<file path="config.mk">
export PLATFORM = sky130hd
export DESIGN_NAME = radix_string_converter_flat
export DESIGN_NICKNAME = d
export VERILOG_FILES = /design/src/hw/rtl/rsc_pkg.sv /design/src/hw/rtl/rsc_in_if.sv /design/src/hw/rtl/rsc_out_if.sv /design/src/hw/rtl/rsc_ram.sv /design/src/hw/rtl/rsc_dp.sv /design/src/hw/rtl/rsc_ctrl.sv /design/src/hw/rtl/radix_string_converter.sv /design/src/flat_wrapper.sv
export SDC_FILE = /design/constraint.sdc
export NUM_CORES = 1
export LEC_CHECK = 0
export ABC_AREA = 1
export BUFFER_PORTS_ARGS = -buffer_cell sky130_fd_sc_hd__buf_2
export CORE_ASPECT_RATIO = 1.4
export CORE_MARGIN = 2
export CORE_UTILIZATION = 60
export CTS_CLUSTER_SIZE = 14
export DETAILED_ROUTE_END_ITERATION = 8
export MAX_ROUTING_LAYER = met4
export PLACE_DENSITY = 0.77
export RECOVER_POWER = 100
export SKIP_CTS_REPAIR_TIMING = 1
export SYNTH_ARGS = -nofsm -noshare
export SYNTH_HDL_FRONTEND = slang
export SYNTH_SLANG_ARGS = --single-unit
</file>
<file path="constraint.sdc">
create_clock -name clk_i -period 8.8 [get_ports clk_i]
set_input_delay 1.32 -clock clk_i [delete_from_list [all_inputs] [get_ports clk_i]]
set_output_delay 1.32 -clock clk_i [all_outputs]
set_load 0.005 [all_outputs]
</file>
<file path="src/hw/rtl/rsc_pkg.sv">
// Shared types, character codes and helpers of the radix string converter.
`timescale 1ns / 1ps
`default_nettype none

package rsc_pkg;

  localparam int unsigned CHAR_W  = 8;
  localparam int unsigned RADIX_W = 6;
  localparam int unsigned DIGIT_W = 6;
  localparam int unsigned CFG_IDX_W = 1;

  // configuration register indexes
  localparam logic [CFG_IDX_W-1:0] REG_IN_RADIX  = 1'd0;
  localparam logic [CFG_IDX_W-1:0] REG_OUT_RADIX = 1'd1;

  localparam logic [RADIX_W-1:0] IN_RADIX_RST  = 6'd10;
  localparam logic [RADIX_W-1:0] OUT_RADIX_RST = 6'd2;
  localparam logic [RADIX_W-1:0] RADIX_MIN     = 6'd2;

  // ASCII codes
  localparam logic [CHAR_W-1:0] CH_MINUS = 8'h2D;
  localparam logic [CHAR_W-1:0] CH_ZERO  = 8'h30;
  localparam logic [CHAR_W-1:0] CH_NINE  = 8'h39;
  localparam logic [CHAR_W-1:0] CH_A_M10 = 8'h37;  // 'A' - 10

  typedef struct packed {
    logic accept;     // fold the input character into the accumulator
    logic div_load;   // start conversion of the accumulator
    logic div_step;   // one restoring division bit
    logic dig_store;  // write remainder digit, start next division
    logic sign_load;  // load '-' into the output register
    logic rd_issue;   // read the next digit, most significant first
    logic dig_load;   // load the read digit into the output register
    logic str_clear;  // return string state to its reset values
  } rsc_cmd_t;

  typedef struct packed {
    logic out_free;   // output register can take a beat this cycle
    logic div_last;   // current division step is the final bit
    logic conv_stop;  // quotient is zero or digit store is full
    logic neg;        // sign was set by a leading '-'
    logic cnt_zero;   // no digits left to read
  } rsc_sts_t;

  function automatic logic [CHAR_W-1:0] digit_char(input logic [DIGIT_W-1:0] v);
    logic [CHAR_W-1:0] w;
    w = CHAR_W'(v);
    return (v <= DIGIT_W'(9)) ? (w + CH_ZERO) : (w + CH_A_M10);
  endfunction

endpackage

`default_nettype wire

</file>
<file path="src/hw/rtl/rsc_in_if.sv">
// Input character channel: valid/ready with character and end-of-string flag.
`timescale 1ns / 1ps
`default_nettype none

interface rsc_in_if;
  logic                       valid;
  logic                       ready;
  logic [rsc_pkg::CHAR_W-1:0] in_char;
  logic                       in_last;

  modport source (output valid, output in_char, output in_last, input ready);
  modport sink   (input valid, input in_char, input in_last, output ready);
endinterface

`default_nettype wire

</file>
<file path="src/hw/rtl/rsc_out_if.sv">
// Output character channel: valid/ready with character and end-of-string flag.
`timescale 1ns / 1ps
`default_nettype none

interface rsc_out_if;
  logic                       valid;
  logic                       ready;
  logic [rsc_pkg::CHAR_W-1:0] out_char;
  logic                       out_last;

  modport source (output valid, output out_char, output out_last, input ready);
  modport sink   (input valid, input out_char, input out_last, output ready);
endinterface

`default_nettype wire

</file>
<file path="src/hw/rtl/rsc_ram.sv">
// Generic single-write, single-read RAM with registered read data.
`timescale 1ns / 1ps
`default_nettype none

module rsc_ram #(
  parameter int unsigned WIDTH = 6,
  parameter int unsigned DEPTH = 32
) (
  input  wire                      clk_i,
  input  wire                      we_i,
  input  wire  [$clog2(DEPTH)-1:0] waddr_i,
  input  wire  [WIDTH-1:0]         wdata_i,
  input  wire                      re_i,
  input  wire  [$clog2(DEPTH)-1:0] raddr_i,
  output logic [WIDTH-1:0]         rdata_o
);

  logic [WIDTH-1:0] mem_q [DEPTH];

  always_ff @(posedge clk_i) begin
    if (we_i) begin
      mem_q[waddr_i] <= wdata_i;
    end
    if (re_i) begin
      rdata_o <= mem_q[raddr_i];
    end
  end

endmodule

`default_nettype wire

</file>
<file path="src/hw/rtl/rsc_dp.sv">
// Datapath: accumulator, radix registers, serial divider, digit store, output register.
`timescale 1ns / 1ps
`default_nettype none

module rsc_dp #(
  parameter int unsigned ACC_BITS   = 32,
  parameter int unsigned MAX_DIGITS = 32
) (
  input  wire                                clk_i,
  input  wire                                rst_ni,
  input  wire                                cfg_we_i,
  input  wire  [rsc_pkg::CFG_IDX_W-1:0]      cfg_idx_i,
  input  wire  [rsc_pkg::RADIX_W-1:0]        cfg_data_i,
  input  wire  [rsc_pkg::CHAR_W-1:0]         in_char_i,
  input  wire                                out_ready_i,
  output logic                               out_valid_o,
  output logic [rsc_pkg::CHAR_W-1:0]         out_char_o,
  output logic                               out_last_o,
  input  wire  rsc_pkg::rsc_cmd_t            cmd_i,
  output rsc_pkg::rsc_sts_t                  sts_o
);

  localparam int unsigned RW    = rsc_pkg::RADIX_W;
  localparam int unsigned DW    = rsc_pkg::DIGIT_W;
  localparam int unsigned PW    = ACC_BITS + RW;
  localparam int unsigned BW    = $clog2(ACC_BITS);
  localparam int unsigned CNT_W = $clog2(MAX_DIGITS + 1);
  localparam int unsigned AW    = $clog2(MAX_DIGITS);

  logic [RW-1:0]       in_radix_q, in_radix_d;
  logic [RW-1:0]       out_radix_q, out_radix_d;
  logic [ACC_BITS-1:0] acc_q, acc_d;
  logic                first_q, first_d;
  logic                neg_q, neg_d;
  logic [ACC_BITS-1:0] quo_q, quo_d;
  logic [DW-1:0]       rem_q, rem_d;
  logic [BW-1:0]       bit_cnt_q, bit_cnt_d;
  logic [CNT_W-1:0]    cnt_q, cnt_d;
  logic                out_valid_q, out_valid_d;
  logic [rsc_pkg::CHAR_W-1:0] out_char_q, out_char_d;
  logic                out_last_q, out_last_d;

  logic                is_digit;
  logic                is_minus;
  logic [8:0]          dval;
  logic [PW-1:0]       prod;
  logic [ACC_BITS-1:0] acc_mac;
  logic [RW-1:0]       r_eff;
  logic [DW:0]         trial;
  logic                ge;
  logic [CNT_W-1:0]    cnt_m1;
  logic [DW-1:0]       ram_rdata;

  // digit value, wrapping below 'A' - 10 like the accumulator does
  assign is_digit = (in_char_i >= rsc_pkg::CH_ZERO) && (in_char_i <= rsc_pkg::CH_NINE);
  assign is_minus = (in_char_i == rsc_pkg::CH_MINUS);
  assign dval     = is_digit ? ({1'b0, in_char_i} - {1'b0, rsc_pkg::CH_ZERO})
                             : ({1'b0, in_char_i} - {1'b0, rsc_pkg::CH_A_M10});
  assign prod     = PW'(acc_q) * PW'(in_radix_q);
  assign acc_mac  = prod[ACC_BITS-1:0] + ACC_BITS'($signed(dval));

  // restoring division, one quotient bit per cycle
  assign r_eff = (out_radix_q < rsc_pkg::RADIX_MIN) ? rsc_pkg::RADIX_MIN : out_radix_q;
  assign trial = {rem_q, quo_q[ACC_BITS-1]};
  assign ge    = (trial >= {1'b0, r_eff});
  assign cnt_m1 = cnt_q - CNT_W'(1);

  always_comb begin
    in_radix_d  = in_radix_q;
    out_radix_d = out_radix_q;
    acc_d       = acc_q;
    first_d     = first_q;
    neg_d       = neg_q;
    quo_d       = quo_q;
    rem_d       = rem_q;
    bit_cnt_d   = bit_cnt_q;
    cnt_d       = cnt_q;
    out_valid_d = out_valid_q;
    out_char_d  = out_char_q;
    out_last_d  = out_last_q;

    if (cfg_we_i) begin
      case (cfg_idx_i)
        rsc_pkg::REG_IN_RADIX:  in_radix_d  = cfg_data_i;
        rsc_pkg::REG_OUT_RADIX: out_radix_d = cfg_data_i;
        default: ;
      endcase
    end

    if (cmd_i.accept) begin
      if (is_minus) begin
        if (first_q) begin
          neg_d = 1'b1;
        end
      end else begin
        acc_d = acc_mac;
      end
      first_d = 1'b0;
    end

    if (cmd_i.div_load) begin
      quo_d     = acc_q;
      rem_d     = '0;
      bit_cnt_d = '0;
      cnt_d     = '0;
    end

    if (cmd_i.div_step) begin
      rem_d     = ge ? DW'(trial - {1'b0, r_eff}) : trial[DW-1:0];
      quo_d     = {quo_q[ACC_BITS-2:0], ge};
      bit_cnt_d = bit_cnt_q + BW'(1);
    end

    if (cmd_i.dig_store) begin
      cnt_d     = cnt_q + CNT_W'(1);
      rem_d     = '0;
      bit_cnt_d = '0;
    end

    if (cmd_i.rd_issue) begin
      cnt_d = cnt_m1;
    end

    if (out_valid_q && out_ready_i) begin
      out_valid_d = 1'b0;
    end
    if (cmd_i.sign_load) begin
      out_valid_d = 1'b1;
      out_char_d  = rsc_pkg::CH_MINUS;
      out_last_d  = 1'b0;
    end
    if (cmd_i.dig_load) begin
      out_valid_d = 1'b1;
      out_char_d  = rsc_pkg::digit_char(ram_rdata);
      out_last_d  = (cnt_q == '0);
    end

    if (cmd_i.str_clear) begin
      acc_d   = '0;
      first_d = 1'b1;
      neg_d   = 1'b0;
    end
  end

  always_ff @(posedge clk_i or negedge rst_ni) begin
    if (!rst_ni) begin
      in_radix_q  <= rsc_pkg::IN_RADIX_RST;
      out_radix_q <= rsc_pkg::OUT_RADIX_RST;
      acc_q       <= '0;
      first_q     <= 1'b1;
      neg_q       <= 1'b0;
      bit_cnt_q   <= '0;
      cnt_q       <= '0;
      out_valid_q <= 1'b0;
    end else begin
      in_radix_q  <= in_radix_d;
      out_radix_q <= out_radix_d;
      acc_q       <= acc_d;
      first_q     <= first_d;
      neg_q       <= neg_d;
      bit_cnt_q   <= bit_cnt_d;
      cnt_q       <= cnt_d;
      out_valid_q <= out_valid_d;
    end
  end

  always_ff @(posedge clk_i) begin
    quo_q      <= quo_d;
    rem_q      <= rem_d;
    out_char_q <= out_char_d;
    out_last_q <= out_last_d;
  end

  rsc_ram #(
    .WIDTH (DW),
    .DEPTH (MAX_DIGITS)
  ) u_digit_store (
    .clk_i   (clk_i),
    .we_i    (cmd_i.dig_store),
    .waddr_i (cnt_q[AW-1:0]),
    .wdata_i (rem_q),
    .re_i    (cmd_i.rd_issue),
    .raddr_i (cnt_m1[AW-1:0]),
    .rdata_o (ram_rdata)
  );

  assign sts_o.out_free  = !out_valid_q || out_ready_i;
  assign sts_o.div_last  = (bit_cnt_q == BW'(ACC_BITS - 1));
  assign sts_o.conv_stop = (quo_q == '0) || (cnt_q == CNT_W'(MAX_DIGITS - 1));
  assign sts_o.neg       = neg_q;
  assign sts_o.cnt_zero  = (cnt_q == '0);

  assign out_valid_o = out_valid_q;
  assign out_char_o  = out_char_q;
  assign out_last_o  = out_last_q;

endmodule

`default_nettype wire

</file>
<file path="src/hw/rtl/rsc_ctrl.sv">
// Controller: sequences accumulation, digit division and digit output.
`timescale 1ns / 1ps
`default_nettype none

module rsc_ctrl (
  input  wire                clk_i,
  input  wire                rst_ni,
  input  wire                in_valid_i,
  input  wire                in_last_i,
  output logic               in_ready_o,
  input  wire  rsc_pkg::rsc_sts_t sts_i,
  output rsc_pkg::rsc_cmd_t  cmd_o
);

  localparam logic [2:0] S_IDLE  = 3'd0;
  localparam logic [2:0] S_LOAD  = 3'd1;
  localparam logic [2:0] S_DIV   = 3'd2;
  localparam logic [2:0] S_STORE = 3'd3;
  localparam logic [2:0] S_SIGN  = 3'd4;
  localparam logic [2:0] S_RD    = 3'd5;
  localparam logic [2:0] S_WAIT  = 3'd6;

  logic [2:0] state_q, state_d;

  always_comb begin
    state_d    = state_q;
    cmd_o      = '0;
    in_ready_o = 1'b0;
    case (state_q)
      S_IDLE: begin
        in_ready_o = 1'b1;
        if (in_valid_i) begin
          cmd_o.accept = 1'b1;
          if (in_last_i) begin
            state_d = S_LOAD;
          end
        end
      end
      S_LOAD: begin
        cmd_o.div_load = 1'b1;
        state_d        = S_DIV;
      end
      S_DIV: begin
        cmd_o.div_step = 1'b1;
        if (sts_i.div_last) begin
          state_d = S_STORE;
        end
      end
      S_STORE: begin
        cmd_o.dig_store = 1'b1;
        if (sts_i.conv_stop) begin
          state_d = sts_i.neg ? S_SIGN : S_RD;
        end else begin
          state_d = S_DIV;
        end
      end
      S_SIGN: begin
        if (sts_i.out_free) begin
          cmd_o.sign_load = 1'b1;
          state_d         = S_RD;
        end
      end
      S_RD: begin
        cmd_o.rd_issue = 1'b1;
        state_d        = S_WAIT;
      end
      S_WAIT: begin
        if (sts_i.out_free) begin
          cmd_o.dig_load = 1'b1;
          if (sts_i.cnt_zero) begin
            cmd_o.str_clear = 1'b1;
            state_d         = S_IDLE;
          end else begin
            state_d = S_RD;
          end
        end
      end
      default: begin
        state_d = S_IDLE;
      end
    endcase
  end

  always_ff @(posedge clk_i or negedge rst_ni) begin
    if (!rst_ni) begin
      state_q <= S_IDLE;
    end else begin
      state_q <= state_d;
    end
  end

endmodule

`default_nettype wire

</file>
<file path="src/hw/rtl/radix_string_converter.sv">
// Top level of the radix string converter: controller, datapath and checks.
// Usage:
//   in_ch takes one ASCII character per beat; in_last marks the end of the
//   string. Digits '0'-'9' count as c-'0', every other character as c-'A'+10
//   without checking; a '-' adds nothing and sets the sign only as the first
//   character. The accumulator wraps modulo 2^ACC_BITS.
//   On the last character the value is converted to output_radix (below two
//   reads as two) and sent on out_ch: '-' if signed, then the digits most
//   significant first, out_last on the final digit. At most MAX_DIGITS digits
//   are kept (the least significant).
// Timing:
//   A character without in_last keeps the converter idle, and a new one is
//   taken every cycle. The last character loads the bit-serial divider, which
//   divides bit by bit and stores a remainder digit, once per digit; each output
//   beat is then a digit-store read and an output register load, after the
//   sign beat if signed. in_ch is not ready during conversion and output.
// Stalls and reset:
//   A stalled out_ch holds the output register and the sequencer waits.
//   Reset sets input_radix to 10, output_radix to 2 and clears the string state; cfg_we_i
//   writes a register (index 0 input, 1 output); the user must write only while idle, not enforced.
`timescale 1ns / 1ps
`default_nettype none

module radix_string_converter #(
  parameter int unsigned ACC_BITS   = 32,
  parameter int unsigned MAX_DIGITS = 32
) (
  input  wire                           clk_i,
  input  wire                           rst_ni,
  rsc_in_if.sink                        in_ch,
  rsc_out_if.source                     out_ch,
  input  wire                           cfg_we_i,
  input  wire  [rsc_pkg::CFG_IDX_W-1:0] cfg_idx_i,
  input  wire  [rsc_pkg::RADIX_W-1:0]   cfg_data_i
);

  rsc_pkg::rsc_cmd_t cmd;
  rsc_pkg::rsc_sts_t sts;
  logic              in_ready;

  // sequencer: accumulation, division per digit, output of digits
  rsc_ctrl u_ctrl (
    .clk_i      (clk_i),
    .rst_ni     (rst_ni),
    .in_valid_i (in_ch.valid),
    .in_last_i  (in_ch.in_last),
    .in_ready_o (in_ready),
    .sts_i      (sts),
    .cmd_o      (cmd)
  );

  // datapath: multiply-add accumulator, serial divider, digit store, output beat
  rsc_dp #(
    .ACC_BITS   (ACC_BITS),
    .MAX_DIGITS (MAX_DIGITS)
  ) u_dp (
    .clk_i       (clk_i),
    .rst_ni      (rst_ni),
    .cfg_we_i    (cfg_we_i),
    .cfg_idx_i   (cfg_idx_i),
    .cfg_data_i  (cfg_data_i),
    .in_char_i   (in_ch.in_char),
    .out_ready_i (out_ch.ready),
    .out_valid_o (out_ch.valid),
    .out_char_o  (out_ch.out_char),
    .out_last_o  (out_ch.out_last),
    .cmd_i       (cmd),
    .sts_o       (sts)
  );

  assign in_ch.ready = in_ready;

`ifndef SYNTHESIS
  // a final character stops intake; intake resumes once the last digit is loaded for output
  assert property (@(posedge clk_i) disable iff (!rst_ni)
    (in_ch.valid && in_ch.ready && in_ch.in_last) |=> !in_ch.ready)
    else $error("input taken during conversion");

  // never overwrite an output beat that has not been taken
  assert property (@(posedge clk_i) disable iff (!rst_ni)
    (cmd.dig_load || cmd.sign_load) |-> sts.out_free)
    else $error("output register overwritten");

  // digit store is never written in the same cycle as a read or an input intake
  assert property (@(posedge clk_i) disable iff (!rst_ni)
    cmd.dig_store |-> !in_ch.ready && !cmd.rd_issue)
    else $error("digit store write collides with read or intake");
`endif

endmodule

`default_nettype wire

</file>
<file path="src/flat_wrapper.sv">
// flat-port wrapper written by rule: the top's interface ports become plain ports
module radix_string_converter_flat 
#(
  parameter int unsigned ACC_BITS   = 32,
  parameter int unsigned MAX_DIGITS = 32
)
  (clk_i, rst_ni, cfg_we_i, cfg_idx_i, cfg_data_i, in_ch_valid, in_ch_in_char, in_ch_in_last, in_ch_ready, out_ch_valid, out_ch_out_char, out_ch_out_last, out_ch_ready);
  rsc_in_if in_ch_i ();
  rsc_out_if out_ch_i ();
  input  wire clk_i;
  input  wire rst_ni;
  input  wire cfg_we_i;
  input  wire  [rsc_pkg::CFG_IDX_W-1:0] cfg_idx_i;
  input  wire  [rsc_pkg::RADIX_W-1:0] cfg_data_i;
  input wire logic [$bits(in_ch_i.valid)-1:0] in_ch_valid;
  input wire logic [$bits(in_ch_i.in_char)-1:0] in_ch_in_char;
  input wire logic [$bits(in_ch_i.in_last)-1:0] in_ch_in_last;
  output wire logic [$bits(in_ch_i.ready)-1:0] in_ch_ready;
  output wire logic [$bits(out_ch_i.valid)-1:0] out_ch_valid;
  output wire logic [$bits(out_ch_i.out_char)-1:0] out_ch_out_char;
  output wire logic [$bits(out_ch_i.out_last)-1:0] out_ch_out_last;
  input wire logic [$bits(out_ch_i.ready)-1:0] out_ch_ready;
  assign in_ch_i.valid = in_ch_valid;
  assign in_ch_i.in_char = in_ch_in_char;
  assign in_ch_i.in_last = in_ch_in_last;
  assign in_ch_ready = in_ch_i.ready;
  assign out_ch_valid = out_ch_i.valid;
  assign out_ch_out_char = out_ch_i.out_char;
  assign out_ch_out_last = out_ch_i.out_last;
  assign out_ch_i.ready = out_ch_ready;
  radix_string_converter #(.ACC_BITS(ACC_BITS), .MAX_DIGITS(MAX_DIGITS)) u_core (.clk_i(clk_i), .rst_ni(rst_ni), .in_ch(in_ch_i), .out_ch(out_ch_i), .cfg_we_i(cfg_we_i), .cfg_idx_i(cfg_idx_i), .cfg_data_i(cfg_data_i));
endmodule
</file>
Word-level counts from Yosys, hierarchy flattened
Memory sizes are Yosys's and may differ from the RTL's. A register that Yosys moved wholly into a read port is not among the register bits.
Cells that the tools add are included.
{ "op_classes": {"bitwise_logic": 1, "add_sub_neg": 9, "n_eq_ne": 15, "magnitude_cmp": 5, "mux": 52, "reduce_logical": 21, "mul": 1} }
{ "ops": {"columns": ["operator", "n"], "rows": [
  ["$mux 32", 5],
  ["$mux 6", 6],
  ["$add 32x32->32", 1],
  ["$logic_not 32->1", 1],
  ["$mul 32x6->32", 1],
  ["$mux 1", 24],
  ["$mux 3", 7],
  ["$pmux 3 s7", 1],
  ["$sub 8x6->9 const B", 2],
  ["$mux 8", 2],
  ["$mux 5", 3],
  ["$add 6x6->7 const B", 2],
  ["$reduce_bool 2->1", 5],
  ["$eq 3x3->1 const B", 3],
  ["$mux 9", 1],
  ["$reduce_bool 3->1", 3],
  ["$eq 8x6->1 const B", 1],
  ["$ge 8x6->1 const B", 1],
  ["$le 8x6->1 const B", 1],
  ["$ne 2x1->1 const B", 4],
  ["$ge 7x6->1", 1],
  ["$mux 7", 1],
  ["$add 6x1->6 const B", 1],
  ["$eq 3x2->1 const B", 2],
  ["other kinds (19)", 25]
]} }
{ "word_totals": {"input_bits": 21, "memories": 1, "out_inout_bits": 11, "mem_bits_rw": 192, "reg_bits": 108} }
{ "mem_list": {"columns": ["name", "words", "word_bits", "rd", "rd_clocked_by_memory_dff", "write_ports", "line_no", "text"], "rows": [
  ["u_core.u_dp.u_digit_store.mem_q", 32, 6, 1, 1, 1, "rsc_ram.sv:18", "logic [WIDTH-1:0] mem_q [DEPTH];"]
]} }

Longest topological paths before layout
Gate-level depths: netlist of run 1.
{ "logic_depth": {"word_depth": 7, "mapped_depth": 24} }

Hierarchy
A second synthesis of run 1 with hierarchy kept.
{ "hier_totals": {"hier_cells": 2369, "area_unflattened_um2": 20425.8} }
{ "by_module_without_submodules": {"columns": ["module", "seq_area_each_um2", "area_per_inst_um2", "instances", "cells_each"], "rows": [
  ["rsc_dp", 2777.7, 11990.2, 1, 1616],
  ["rsc_ram", 5945.7, 8137.8, 1, 704],
  ["rsc_ctrl", 75.1, 297.8, 1, 49]
]} }

Worst setup path after synthesis of run 1
No wires, ideal clock.
{ "synth_path": {"path_kind": "reg2reg", "startpoint": "reg u_core.u_dp.in_radix_q[3]", "endpoint": "reg u_core.u_dp.acc_q[31]", "setup_ns": 0.117, "t_required_ns": 8.683, "path_buffers": 2, "path_stages_with_launch": 22, "t_arrival_ns": 4.532, "path_slack_ns": 4.151, "path_cell_list": "dfstp_2 -> clkbuf_1 -> buf_1 -> nand2_1 -> fa_1 -> fa_1 -> inv_1 -> fa_1 -> inv_1 -> fa_1 -> inv_1 -> ha_1 -> nand2_1 -> inv_1 -> nand3_1 -> nand2_1 -> nand2_1 -> nand3_1 -> a21oi_1 -> nand3_1 -> nand3_1 -> nand2_1"} }
{ "synth_via": {"elab_chain_len": 5} }
{ "synth_rtl": {"columns": ["element", "line_no", "text"], "rows": [
  ["start: declaration", "rsc_dp.sv:30", "logic [RW-1:0] in_radix_q, in_radix_d;"],
  ["start signal: assignment", "rsc_dp.sv:147", "in_radix_q <= rsc_pkg::IN_RADIX_RST;"],
  ["start signal: assignment", "rsc_dp.sv:156", "in_radix_q <= in_radix_d;"],
  ["$mul 32x6->32", "rsc_dp.sv:59", "assign prod = PW'(acc_q) * PW'(in_radix_q);"],
  ["$add 32x32->32", "rsc_dp.sv:60", "assign acc_mac = prod[ACC_BITS-1:0] + ACC_BITS'($signed(dval));"],
  ["$mux 32", "rsc_dp.sv:91", "if (is_minus) begin"],
  ["$mux 32", "rsc_dp.sv:90", "if (cmd_i.accept) begin"],
  ["$mux 32", "rsc_dp.sv:138", "if (cmd_i.str_clear) begin"],
  ["end signal: assignment", "rsc_dp.sv:149", "acc_q <= '0;"],
  ["end signal: assignment", "rsc_dp.sv:158", "acc_q <= acc_d;"],
  ["end: declaration", "rsc_dp.sv:32", "logic [ACC_BITS-1:0] acc_q, acc_d;"]
]} }
Every way passes these cells. The select of a mux whose other input is x is not followed.
A chain may end at the register's enable or synchronous reset.

Worst setup path after layout of run 1
{ "layout_path": {"startpoint": "reg u_core.u_dp.cnt_q[0]", "endpoint": "reg u_core.u_dp.u_digit_store.rdata_o[1], read port of u_core.u_dp.u_digit_store.mem_q (data pin)"} }
{ "layout_via": {"elab_chain_len": 1} }
{ "layout_rtl": {"columns": ["element", "line_no", "text"], "rows": [
  ["start: declaration", "rsc_dp.sv:38", "logic [CNT_W-1:0] cnt_q, cnt_d;"],
  ["start signal: assignment", "rsc_dp.sv:162", "cnt_q <= cnt_d;"],
  ["$sub 6x1->6", "rsc_dp.sv:66", "assign cnt_m1 = cnt_q - CNT_W'(1);"],
  ["end: declaration", "rsc_ram.sv:15", "output logic [WIDTH-1:0] rdata_o"]
]} }
Every way passes these cells.

==> summary.txt, run 1 <==
Outcome
  • Status: complete, but fails checks
  • Failing checks: max-capacitance violations, max-slew violations

Critical path
  • R2R Path End: u_core.u_dp.u_digit_store.rdata_o[1]$_DFFE_PP_
  • CP arrival: 6.67 ns
  • Crit-path max FO: 82
  • Worst R2R Start: u_core.u_dp.cnt_q[0]$_DFFE_PN0P_
  • CP Capture Type: register
  • Worst reg2reg setup slack: between 2 and 2.5 ns
  • WP data required: 9.10 ns
  • Cell count of the worst reg-to-reg path: 9
  • CP startpoint kind: register
  • Worst setup path category: reg -> reg

Floorplan
  • Initial Util: between 60% and 70%
  • DIE WIDTH: approximately 160 um
  • Die area: roughly 35000 um^2
  • Core footprint: approximately 33000 um^2
  • Die Y: 221 um
  • I/O pin total: 32
  • Row cnt: slightly below 80

STA
  • Fin crit share: about 72%
  • Final min period: 6.37 ns
  • Endpoints failing hold: 0
  • Highest Clock Rate: between 150 and 200 MHz
  • Slew Viols, Final: about 470
  • RSZ-0062 raised after global routing: no
  • Clock skew: ~0.014 ns
  • TNS Setup: 0 ns
  • Rel. slew slack: -174%
  • Final setup fails: 0
  • Slew at the pin closest to its max-slew limit: roughly 4 ns

Global routing
  • Met1 Track Usage GR: 33.7%
  • Gr busiest metal: met2
  • First-pass GRT wire length: slightly above 80 mm
  • Initial antenna violation count: 0
  • Largest net degree at the start of global routing: between 80 and 90
  • Met2 Usage GRT: 53.3%
  • Met3 Use GR: approximately 3.7%
  • All-Layer GR Usage: between 30% and 40%
  • Overflow after GRT: 0
  • Number of global-route vias before repair: 15334

Synth
  • Netlist cell types: 57
  • Seq/Total Area, Yosys: 43.7%
  • EDFF count, synth: 238
  • Syn_nets: between 2000 and 2500
  • Most used flip-flop cell after synthesis: edfxtp_1
  • Mapped Area: between 20000 and 25000 um^2
  • Ys Warns: 0
  • Mean Syn Cell Area: between 9 and 10 um^2
  • Synth Register Bits: roughly 310
  • Post-Synthesis Cells: around 2200
  • Ys async rst share: about a fifth

Detailed routing
  • Remaining antenna violation count after routing: 0
  • DR vias/cell: 5.65
  • DRC viols: 0
  • Initial DRC count: about 1200
  • DR pass1 iterations: 6
  • Total Wirelength: about 50 mm
  • DR WL/cell: 18.4 um
  • Via count: approximately 15000

Clock tree
  • H-tree depth: 1
  • CTS tree: done
  • CTS Buf Count: 30
  • CTS Buffer Depth: 3
  • Clock transition at path regs: approximately 0.060 ns
  • Root Driver: clkbuf_16
  • Worst-Skew Late Latency: about 0.57 ns
  • Clk sinks: around 300

Placement
  • Buffers on Ports: 30
  • Post-detail-place hpwl: ~36 mm
  • Global placement routability congestion: roughly 1.1

Cells and area
  • Most common cell after layout, fill and taps aside: nand2_1
  • Commonest non-fill, non-tap cells in the layout: 519 x nand2_1, 417 x inv_1, 238 x edfxtp_1
  • Proportion of layout cells with a drive suffix above 1: a little under 4%
  • FILL cells: 2746
  • Nets: 2449
  • Sequential Area: 8800 um^2
  • Multi-input gate area: 9250 um^2
  • Area growth from synthesis to layout: 5.92%
  • Diode count: 0

Job
  • Max-Cap Viols: 11

Min path
  • Min-delay src: u_core.u_dp.first_q$_DFFE_PN1P_
  • Hold Path End: u_core.u_dp.first_q$_DFFE_PN1P_
  • Hold Crit Depth: 2
  • Hold WC Path Type: reg -> reg
==> layout make-up <==
class                      count  area share [%]
clock buffer                  36            3.72
clock inverter                19           0.610
inverter                     422            7.44
multi-input combinational   1424            43.3
sequential                   305            41.2
tap                          445            2.61
timing repair buffer          46            1.03
==> synth_stat cells, drive strengths merged (15+ instances only) <==
library cell / count / area [um^2]
fa: 138 / 2760
ha: 61 / 763
buf: 40 / 284
nand3: 65 / 335
nor2: 238 / 936
nand2: 521 / 1960
o221ai: 15 / 131
o211ai: 28 / 210
clkbuf: 45 / 174
mux2i: 19 / 190
edfxtp: 238 / 7150
dfrtp: 57 / 1430
o21ai: 162 / 818
a21oi: 59 / 295
inv: 421 / 1580
o22ai: 15 / 93.8
o32ai: 23 / 201
==> critical path: stages, from the launching register on <==
cell and delay (ns):
dfrtp_1 0.87, inv_1 0.24, clkbuf_1 2.69, nand2_1 0.22
xor2_1 1.11, inv_1 0.44, o211ai_1 0.24, nand2_1 0.08
nand2_1 0.08, nand2_1 0.10
==> worst max path at each step <==
stage | startpoint | to | slack (ns) | depth (start not counted)
floorplan | u_core.u_dp.in_radix_q[3]$_DFFE_PN1P_ | u_core.u_dp.acc_q[31]$_DFFE_PN0P_ | 4.15 | 21
global placement | in_ch_in_char[1] | u_core.u_dp.acc_q[29]$_DFFE_PN0P_ | 3.43 | 22
detailed placement | in_ch_in_char[1] | u_core.u_dp.acc_q[29]$_DFFE_PN0P_ | 3.41 | 22
CTS | u_core.u_dp.in_radix_q[1]$_DFFE_PN1P_ | u_core.u_dp.acc_q[29]$_DFFE_PN0P_ | 3.40 | 18
global route | u_core.u_dp.cnt_q[0]$_DFFE_PN0P_ | u_core.u_dp.u_digit_store.rdata_o[2]$_DFFE_PP_ | 1.88 | 9
finish | u_core.u_dp.cnt_q[0]$_DFFE_PN0P_ | u_core.u_dp.u_digit_store.rdata_o[1]$_DFFE_PP_ | 2.43 | 9
==> kinds of logic (layout without fill, tap and decap cells) <==
logic type                 Yosys count  after routing  share of synthesized area, %
AOI/OAI and AO/OA                  328            328                          9.70
xor gates and xnor gates            13             13                         0.696
adders and majority gates          199            199                          17.5
buffers and inverters              507            523                          10.2
DFF                                305            305                          43.7
muxes                               19             19                         0.944
other                                1              1                        0.0186
and+or+nand+nor                    864            864                          17.3
==> flip-flops by register name (all words and copies together), names as in the netlist, 3 cells and up <==
signal / cells
u_core.u_dp.u_digit_store.mem_q: 192
u_core.u_dp.acc_q: 32
u_core.u_dp.quo_q: 32
u_core.u_dp.out_char_o: 7
u_core.u_dp.cnt_q: 6
u_core.u_dp.in_radix_q: 6
u_core.u_dp.out_radix_q: 6
u_core.u_dp.rem_q: 6
u_core.u_dp.u_digit_store.rdata_o: 6
u_core.u_dp.bit_cnt_q: 5
u_core.u_ctrl.state_q: 3
==> routing by layer <==
metal / routed length, um / vias up
li1: - / 7147
met1: 18100 / 7351
met2: 25700 / 585
met3: 2930 / 164
met4: 2990 / 0
met5: 0 / -
==> per-stage QoR <==
step	utilization [%]	area (um^2)	std cells	setup WS, ns	hold slack, ns
4_1_cts	64.8	21400	2697	3.40	0.511
6_report	64.4	21300	2697	2.43	0.508
5_1_grt	64.4	21300	2697	1.88	0.520
3_5_place_dp	62.0	20500	2642	3.41	0.485
2_1_floorplan	-	20100	2236	4.15	0.447
3_3_place_gp	62.0	20500	2642	3.43	0.475
Power of run 1 is not shown: default switching activity piles up to over one toggle a cycle in this logic, so the estimate is an artifact.
==> run 2: changes to the inputs <==
- ABC_AREA: 1 -> 0
- clock period: 8.8 -> 6.7 ns (I/O delays scaled with it)
==> run 2 against run 1 <==
The run still ends with max-capacitance violations, max-slew violations left. Synthesized area decreased by 6.1%. Design area fell by 5.1%. Via count down 23%. Final cell count down 27%. Clock-buffer cell count grew 3. Critical path type unchanged. Critical endpoint is now u_core.u_dp.acc_q[31]$_DFFE_PN0P_. Largest cell class unchanged. Highest routed layer unchanged.
==> summary.txt, run 2 <==
Power
  • Worst vdd ir: about 0.17 mV
  • Leakage: 8.48 nW
  • Pwr Density: approximately 220 nW/um^2

Synth
  • Share of the synthesized area in the top cell type: 37.8% (was 35.5%)
  • Mapped Area: 18900 um^2 (was 20100 um^2)
  • Syn_nets: 1767 (was 2456)
  • Post-synth top cells: 238 x edfxtp_1, 196 x nand2_1, 160 x inv_1 (was 519 x nand2_1, 412 x inv_1, 238 x edfxtp_1)
  • Most frequent cell after synthesis: edfxtp_1 (was nand2_1)
  • EDFF count, synth: 238 (unchanged)
  • Ys async rst share: 20.0% (unchanged)
  • Synth Register Bits: 305 (unchanged)
  • Top area cells in the synthesized netlist: edfxtp_1 38%, fa_1 15%, dfrtp_1 7.5% (was edfxtp_1 35%, fa_1 14%, nand2_1 9.7%)
  • Mean Syn Cell Area: 12.2 um^2 (was 9.01 um^2)
  • Seq/Total Area, Yosys: 46.5% (was 43.7%)
  • Ys Warns: 0 (unchanged)
  • Post-Synthesis Cells: 1547 (was 2236)
  • Post-synth top area cell: edfxtp_1 (unchanged)
  • Most used flip-flop cell after synthesis: edfxtp_1 (unchanged)
  • Netlist cell types: 65 (was 57)

Placement
  • Buffers on Ports: 30 (unchanged)
  • Post-detail-place hpwl: 28.8 mm (was 36.2 mm)
  • Pre-CTS WS: 0.910 ns (was 3.41 ns)
  • Global placement routability congestion: 0.906 (was 1.05)

Floorplan
  • Core footprint: 30900 um^2 (was 33100 um^2)
  • I/O pin total: 32 (unchanged)
  • Die Y: 214 um (was 221 um)
  • Die area: 33000 um^2 (was 35100 um^2)
  • DIE WIDTH: 154 um (was 159 um)
  • Initial Util: 61.2% (was 60.8%)
  • Row cnt: 76 (was 79)

Global routing
  • Number of global-route vias before repair: 12379 (was 15334)
  • Overflow after GRT: 0 (unchanged)
  • First-pass GRT wire length: 66.0 mm (was 80.5 mm)
  • Initial antenna violation count: 0 (unchanged)
  • All-Layer GR Usage: 26.1% (was 30.1%)
  • Largest net degree at the start of global routing: 62 (was 83)

STA
  • RSZ-0062 raised after global routing: no (unchanged)
  • Highest Clock Rate: 166 MHz (was 157 MHz)
  • TNS Setup: 0 ns (unchanged)
  • Final min period: 6.01 ns (was 6.37 ns)
  • Endpoints failing hold: 0 (unchanged)
  • Slew Viols, Final: 373 (was 471)
  • Fin crit share: 89.7% (was 72.4%)
  • Rel. slew slack: -156% (was -174%)
  • Final setup fails: 0 (unchanged)
  • Clock skew: 0.0145 ns (was 0.0136 ns)
  • Slew at the pin closest to its max-slew limit: 3.84 ns (was 4.10 ns)
  • Slack of the critical path: 0.693 ns (was 2.43 ns)

Critical path
  • Worst path slowest cell: dfrtp_1 (was clkbuf_1)
  • Worst R2R Start: u_core.u_dp.in_radix_q[2]$_DFFE_PN0P_ (was u_core.u_dp.cnt_q[0]$_DFFE_PN0P_)
  • CP arrival: 6.45 ns (was 6.67 ns)
  • Critical path origin: u_core.u_dp.in_radix_q[2]$_DFFE_PN0P_ (was u_core.u_dp.cnt_q[0]$_DFFE_PN0P_)
  • CP startpoint kind: register (unchanged)
  • Largest stage delay, worst path: 0.76 ns (was 2.69 ns)
  • Top cell family by delay on the critical path: adder cells (was buffers and inverters)
  • Buf/Inv on CP: 4 (was 3)
  • Worst setup path category: reg -> reg (unchanged)
  • CP Capture Type: register (unchanged)
  • Crit-path cells: and2_1 > fa_1 > inv_1 > fa_1 > inv_1 > fa_1 > inv_1 > fa_1 > inv_1 > ha_1 > a21o_1 > a221oi_1 > a221o_2 > a211oi_1 > o31ai_2 > nand3_1 > a31oi_1 > xnor2_1 > a22o_1 (was inv_1 > clkbuf_1 > nand2_1 > xor2_1 > inv_1 > o211ai_1 > nand2_1 > nand2_1 > nand2_1)
  • WP data required: 7.15 ns (was 9.10 ns)
  • Crit-path max FO: 31 (was 82)

Cells and area
  • Largest Register: u_core.u_dp.u_digit_store.mem_q (unchanged)
  • Largest regs: u_core.u_dp.u_digit_store.mem_q x192, u_core.u_dp.acc_q x32, u_core.u_dp.quo_q x32 (unchanged)
  • Nets: 1776 (was 2449)
  • Area growth from synthesis to layout: 7.03% (was 5.92%)
  • FILL cells: 2232 (was 2746)
  • Most common cell after layout, fill and taps aside: edfxtp_1 (was nand2_1)
  • Diode count: 0 (unchanged)
  • Proportion of layout cells with a drive suffix above 1: 10.4% (was 3.95%)
  • Final core utilization: 65.5% (was 64.4%)
  • Max reg flops: 192 (unchanged)
  • Commonest non-fill, non-tap cells in the layout: 238 x edfxtp_1, 196 x nand2_1, 160 x inv_1 (was 519 x nand2_1, 417 x inv_1, 238 x edfxtp_1)

Min path
  • Min-delay src: u_core.u_dp.first_q$_DFFE_PN1P_ (unchanged)
  • Hold WC Path Type: reg -> reg (unchanged)

Clock tree
  • Clock transition at path regs: 0.06 ns (about the same)
  • CTS Buffer Depth: 3 (unchanged)
  • Clk sinks: 305 (unchanged)
  • Worst-Skew Late Latency: 0.57 ns (about the same)
  • Root Driver: clkbuf_16 (unchanged)
  • CTS tree: done (unchanged)
  • CTS Buf Count: 29 (was 30)
  • H-tree depth: 1 (unchanged)

Outcome
  • Failing checks: max-capacitance violations, max-slew violations (unchanged)
  • Status: complete, but fails checks (unchanged)

Detailed routing
  • Total Wirelength: 40.2 mm (was 49.7 mm)
  • DR vias/cell: 5.96 (was 5.65)
  • Via count: 11715 (was 15247)
  • DR pass1 iterations: 5 (was 6)
  • Remaining antenna violation count after routing: 0 (unchanged)
  • Initial DRC count: 966 (was 1155)
  • DRC viols: 0 (unchanged)
  • DR WL/cell: 20.4 um (was 18.4 um)

Job
  • Max-Cap Viols: 10 (was 11)
## run 2: metrics by stage
stage / cell area, um^2 / power, mW / std cells / hold slack, ns
after CTS: 20300 / 4.51 / 1967 / 0.514
after floorplan: 18900 / 2.74 / 1547 / 0.467
after global placement: 19400 / 2.93 / 1915 / 0.491
after global routing: 20300 / 4.65 / 1967 / 0.527
after detailed placement: 19400 / 2.96 / 1915 / 0.503
final: 20300 / 4.49 / 1967 / 0.513
## run 2: final timing paths
path	cells past startpoint	slack [ns]	endpoint
min in group asynchronous	2	1.87	u_core.u_dp.bit_cnt_q[2]$_DFFE_PN0P_
hold / removal	1	0.51	u_core.u_dp.first_q$_DFFE_PN1P_
max in group asynchronous	2	2.65	u_core.u_dp.acc_q[13]$_DFFE_PN0P_
setup / recovery	19	0.69	u_core.u_dp.acc_q[31]$_DFFE_PN0P_
setup reg to reg	19	0.69	u_core.u_dp.acc_q[31]$_DFFE_PN0P_
hold reg to reg	1	0.51	u_core.u_dp.first_q$_DFFE_PN1P_
## run 2: cells by family (layout without fill, tap and decap cells)
family	count (synthesis)	in the layout	synth area share [%]
flip-flops	305	305	46.5
buffers and inverters	225	255	4.56
XOR/XNOR	49	49	2.27
AO/OA/AOI/OAI	191	191	6.69
AND/OR/NAND/NOR	495	495	12.9
other	1	1	0.0198
multiplexers	82	82	8.44
adder cells (fa/ha/maj)	199	199	18.6
## run 2: area by class of cell
class / instances / area, um^2 / area share, %
well taps: 390 / 488 / 2.41
inverters: 160 / 601 / 2.97
flip-flops and latches: 305 / 8800 / 43.4
repair buffers: 43 / 209 / 1.03
multi-input cells: 1017 / 9260 / 45.7
clock inverters: 13 / 106 / 0.525
clock buffers: 39 / 793 / 3.92
## run 2: power breakdown
group	internal, mW	switching (mW)
Combinational	0.145	0.319
Clock	0.869	0.693
Sequential	2.32	0.142
Total	3.33	1.15
## run 2: metal layers
layer | global-route usage (%) | routed length [um] | part of all wire, %
met2 | 45.5 | 21600 | 54
met3 | 2.59 | 1710 | 4.3
met1 | 32.4 | 15800 | 39
met4 | 8.13 | 1110 | 2.8
met5 | - | 0 | 0
(Power assumes the default switching activity.)
==> run 3: changes to the inputs <==
- CORE_ASPECT_RATIO: 1.4 -> unset
- PLACE_DENSITY: 0.77 -> 0.81
==> run 3 against run 2 <==
The run still ends with max-capacitance violations, max-slew violations left. Combinational power down 8.8%. Power increased by 8.1%. Setup slack improved by 0.13 ns. Sequential power about the same. Design area up 1.4%. Via count is 0.98% higher. Critical path depth unchanged. Clock-buffer cell count increased by 4. Final cell count is 0.97% higher. Utilization barely moved. Die area about the same. Critical endpoint unchanged. Largest power group unchanged.
==> summary.txt, run 3 (synthesized netlist as in run 2, its figures left out) <==
Outcome
  • Status: complete, but fails checks (unchanged)
  • Failing checks: max-capacitance violations, max-slew violations (unchanged)

Detailed routing
  • Total Wirelength: 40.4 mm (was 40.2 mm)
  • DR pass1 iterations: 5 (unchanged)
  • DRC viols: 0 (unchanged)
  • Initial DRC count: 875 (was 966)
  • Remaining antenna violation count after routing: 0 (unchanged)
  • Via count: 11830 (was 11715)
  • DR WL/cell: 20.3 um (was 20.4 um)
  • DR vias/cell: 5.96 (about the same)

Critical path
  • CP Capture Point: u_core.u_dp.acc_q[31]$_DFFE_PN0P_ (unchanged)
  • Crit-path cells: and2_1 > fa_1 > inv_1 > fa_1 > inv_1 > fa_1 > inv_1 > fa_1 > inv_1 > ha_1 > a21o_1 > a221oi_1 > a221o_2 > a211oi_1 > o31ai_2 > nand3_1 > a31oi_1 > xnor2_1 > a22o_1 (unchanged)
  • CP Capture Type: register (unchanged)
  • R2R Path End: u_core.u_dp.acc_q[31]$_DFFE_PN0P_ (unchanged)
  • CP startpoint kind: register (unchanged)
  • Worst setup path category: reg -> reg (unchanged)
  • Cell count of the worst reg-to-reg path: 19 (unchanged)
  • Largest stage delay, worst path: 0.76 ns (about the same)
  • Worst path slowest cell: dfrtp_1 (unchanged)
  • Worst reg2reg setup slack: 0.82 ns (was 0.69 ns)
  • Worst R2R Start: u_core.u_dp.in_radix_q[0]$_DFFE_PN0P_ (was u_core.u_dp.in_radix_q[2]$_DFFE_PN0P_)
  • Critical path origin: u_core.u_dp.in_radix_q[0]$_DFFE_PN0P_ (was u_core.u_dp.in_radix_q[2]$_DFFE_PN0P_)
  • Crit-path max FO: 33 (was 31)
  • CP arrival: 6.27 ns (was 6.45 ns)
  • WP data required: 7.09 ns (was 7.15 ns)

Floorplan
  • Row cnt: 65 (was 76)
  • DIE WIDTH: 182 um (was 154 um)
  • Initial Util: 60.4% (was 61.2%)
  • I/O pin total: 32 (unchanged)
  • Core footprint: 31300 um^2 (was 30900 um^2)
  • Die Y: 182 um (was 214 um)
  • Die area: 33000 um^2 (about the same)

Clock tree
  • CTS tree: done (unchanged)
  • Clk sinks: 305 (unchanged)
  • Root Driver: clkbuf_16 (unchanged)
  • H-tree depth: 2 (was 1)
  • CTS Buf Count: 34 (was 29)
  • Worst-Skew Late Latency: 0.53 ns (was 0.57 ns)
  • CTS Buffer Depth: 3 (unchanged)
  • Clock transition at path regs: 0.06 ns (about the same)

STA
  • Fin crit share: 87.8% (was 89.7%)
  • Slew at the pin closest to its max-slew limit: 4.39 ns (was 3.84 ns)
  • Clock skew: 0.0220 ns (was 0.0145 ns)
  • Final min period: 5.88 ns (was 6.01 ns)
  • Slew Viols, Final: 257 (was 373)
  • Endpoints failing hold: 0 (unchanged)
  • TNS Setup: 0 ns (unchanged)
  • Highest Clock Rate: 170 MHz (was 166 MHz)
  • RSZ-0062 raised after global routing: no (unchanged)
  • Hold_ws: 0.508 ns (was 0.513 ns)
  • Final setup fails: 0 (unchanged)
  • Rel. slew slack: -193% (was -156%)

Cells and area
  • Most common cell after layout, fill and taps aside: edfxtp_1 (unchanged)
  • Cell Count, Final, Fillers Out: 1986 (was 1967)
  • Final core utilization: 65.6% (was 65.5%)
  • Area growth from synthesis to layout: 8.48% (was 7.03%)
  • Proportion of layout cells with a drive suffix above 1: 11.4% (was 10.4%)
  • Max reg flops: 192 (unchanged)
  • Commonest non-fill, non-tap cells in the layout: 238 x edfxtp_1, 196 x nand2_1, 160 x inv_1 (unchanged)
  • Nets: 1778 (was 1776)
  • Largest regs: u_core.u_dp.u_digit_store.mem_q x192, u_core.u_dp.acc_q x32, u_core.u_dp.quo_q x32 (unchanged)
  • Largest Register: u_core.u_dp.u_digit_store.mem_q (unchanged)
  • Diode count: 0 (unchanged)
  • Final Instance Area: 20500 um^2 (was 20300 um^2)

Power
  • Leakage: 8.61 nW (was 8.48 nW)
  • Pwr Density: 236 nW/um^2 (was 221 nW/um^2)
  • Worst vdd ir: 0.182 mV (was 0.167 mV)

Placement
  • Area after DPL: 19400 um^2 (about the same)
  • Post-detail-place hpwl: 27.6 mm (was 28.8 mm)
  • Buffers on Ports: 30 (unchanged)
  • Global placement routability congestion: 0.881 (was 0.906)
  • Placed Cells incl. Taps: 1924 (was 1915)

Global routing
  • Overflow after GRT: 0 (unchanged)
  • Initial antenna violation count: 0 (unchanged)
  • All-Layer GR Usage: 26.7% (was 26.1%)
  • Largest net degree at the start of global routing: 62 (unchanged)
  • First-pass GRT wire length: 67.1 mm (was 66.0 mm)
  • Number of global-route vias before repair: 12540 (was 12379)

Job
  • Max-Cap Viols: 6 (was 10)

Min path
  • Hold Crit Depth: 1 (unchanged)
  • Hold WC Path Type: reg -> reg (unchanged)
-- run 3: how the worst min path moves through the flow --
stage,startpoint,to
4_1_cts,u_core.u_dp.out_radix_q[5]$_DFFE_PN0P_,u_core.u_dp.out_radix_q[5]$_DFFE_PN0P_
3_5_place_dp,u_core.u_dp.out_radix_q[5]$_DFFE_PN0P_,u_core.u_dp.out_radix_q[5]$_DFFE_PN0P_
6_report,u_core.u_dp.out_radix_q[5]$_DFFE_PN0P_,u_core.u_dp.out_radix_q[5]$_DFFE_PN0P_
2_1_floorplan,u_core.u_dp.neg_q$_DFFE_PN0P_,u_core.u_dp.neg_q$_DFFE_PN0P_
5_1_grt,u_core.u_dp.first_q$_DFFE_PN1P_,u_core.u_dp.first_q$_DFFE_PN1P_
3_3_place_gp,u_core.u_dp.neg_q$_DFFE_PN0P_,u_core.u_dp.neg_q$_DFFE_PN0P_
-- run 3: where the power goes --
part           leakage, nW  switching, mW  internal [mW]  total, mW
Clock                0.572          0.781           1.16       1.94
Combinational         5.00          0.277          0.146      0.423
Sequential            3.04          0.169           2.32       2.49
Total                 8.61           1.23           3.62       4.85
-- run 3: metrics by stage --
stage / total power, mW / setup slack (ns)
floorplan: 2.74 / 1.47
global placement: 2.90 / 1.10
CTS: 4.87 / 0.941
global route: 5.04 / 0.289
finish: 4.85 / 0.821
detailed placement: 2.94 / 0.978
-- run 3: per-layer routing --
| metal | track usage [%] | routed length [um] | part of all wire [%] |
|---|---|---|---|
| met5 | - | 0 | 0 |
| met3 | 3.95 | 2530 | 6.3 |
| met2 | 42.4 | 19700 | 49 |
| met4 | 8.75 | 1250 | 3.1 |
| met1 | 35.9 | 16900 | 42 |
-- run 3: area by class of cell --
cell class / instances / area (um^2)
clock inverters: 19 / 233
clock buffers: 43 / 936
flip-flops and latches: 305 / 8800
inverters: 160 / 601
well taps: 402 / 503
fillers: 2197 / 10800
multi-input cells: 1017 / 9260
repair buffers: 40 / 194
-- run 3: worst max-delay path: cells and delay by family (launching register included) --
kind | cells | cell delay, ns
DFF | 1 | 0.76
xor gates and xnor gates | 1 | 0.09
buffers and inverters | 4 | 0.21
AOI/OAI and AO/OA | 7 | 1.82
and+or+nand+nor | 2 | 0.47
adders and majority gates | 5 | 2.39
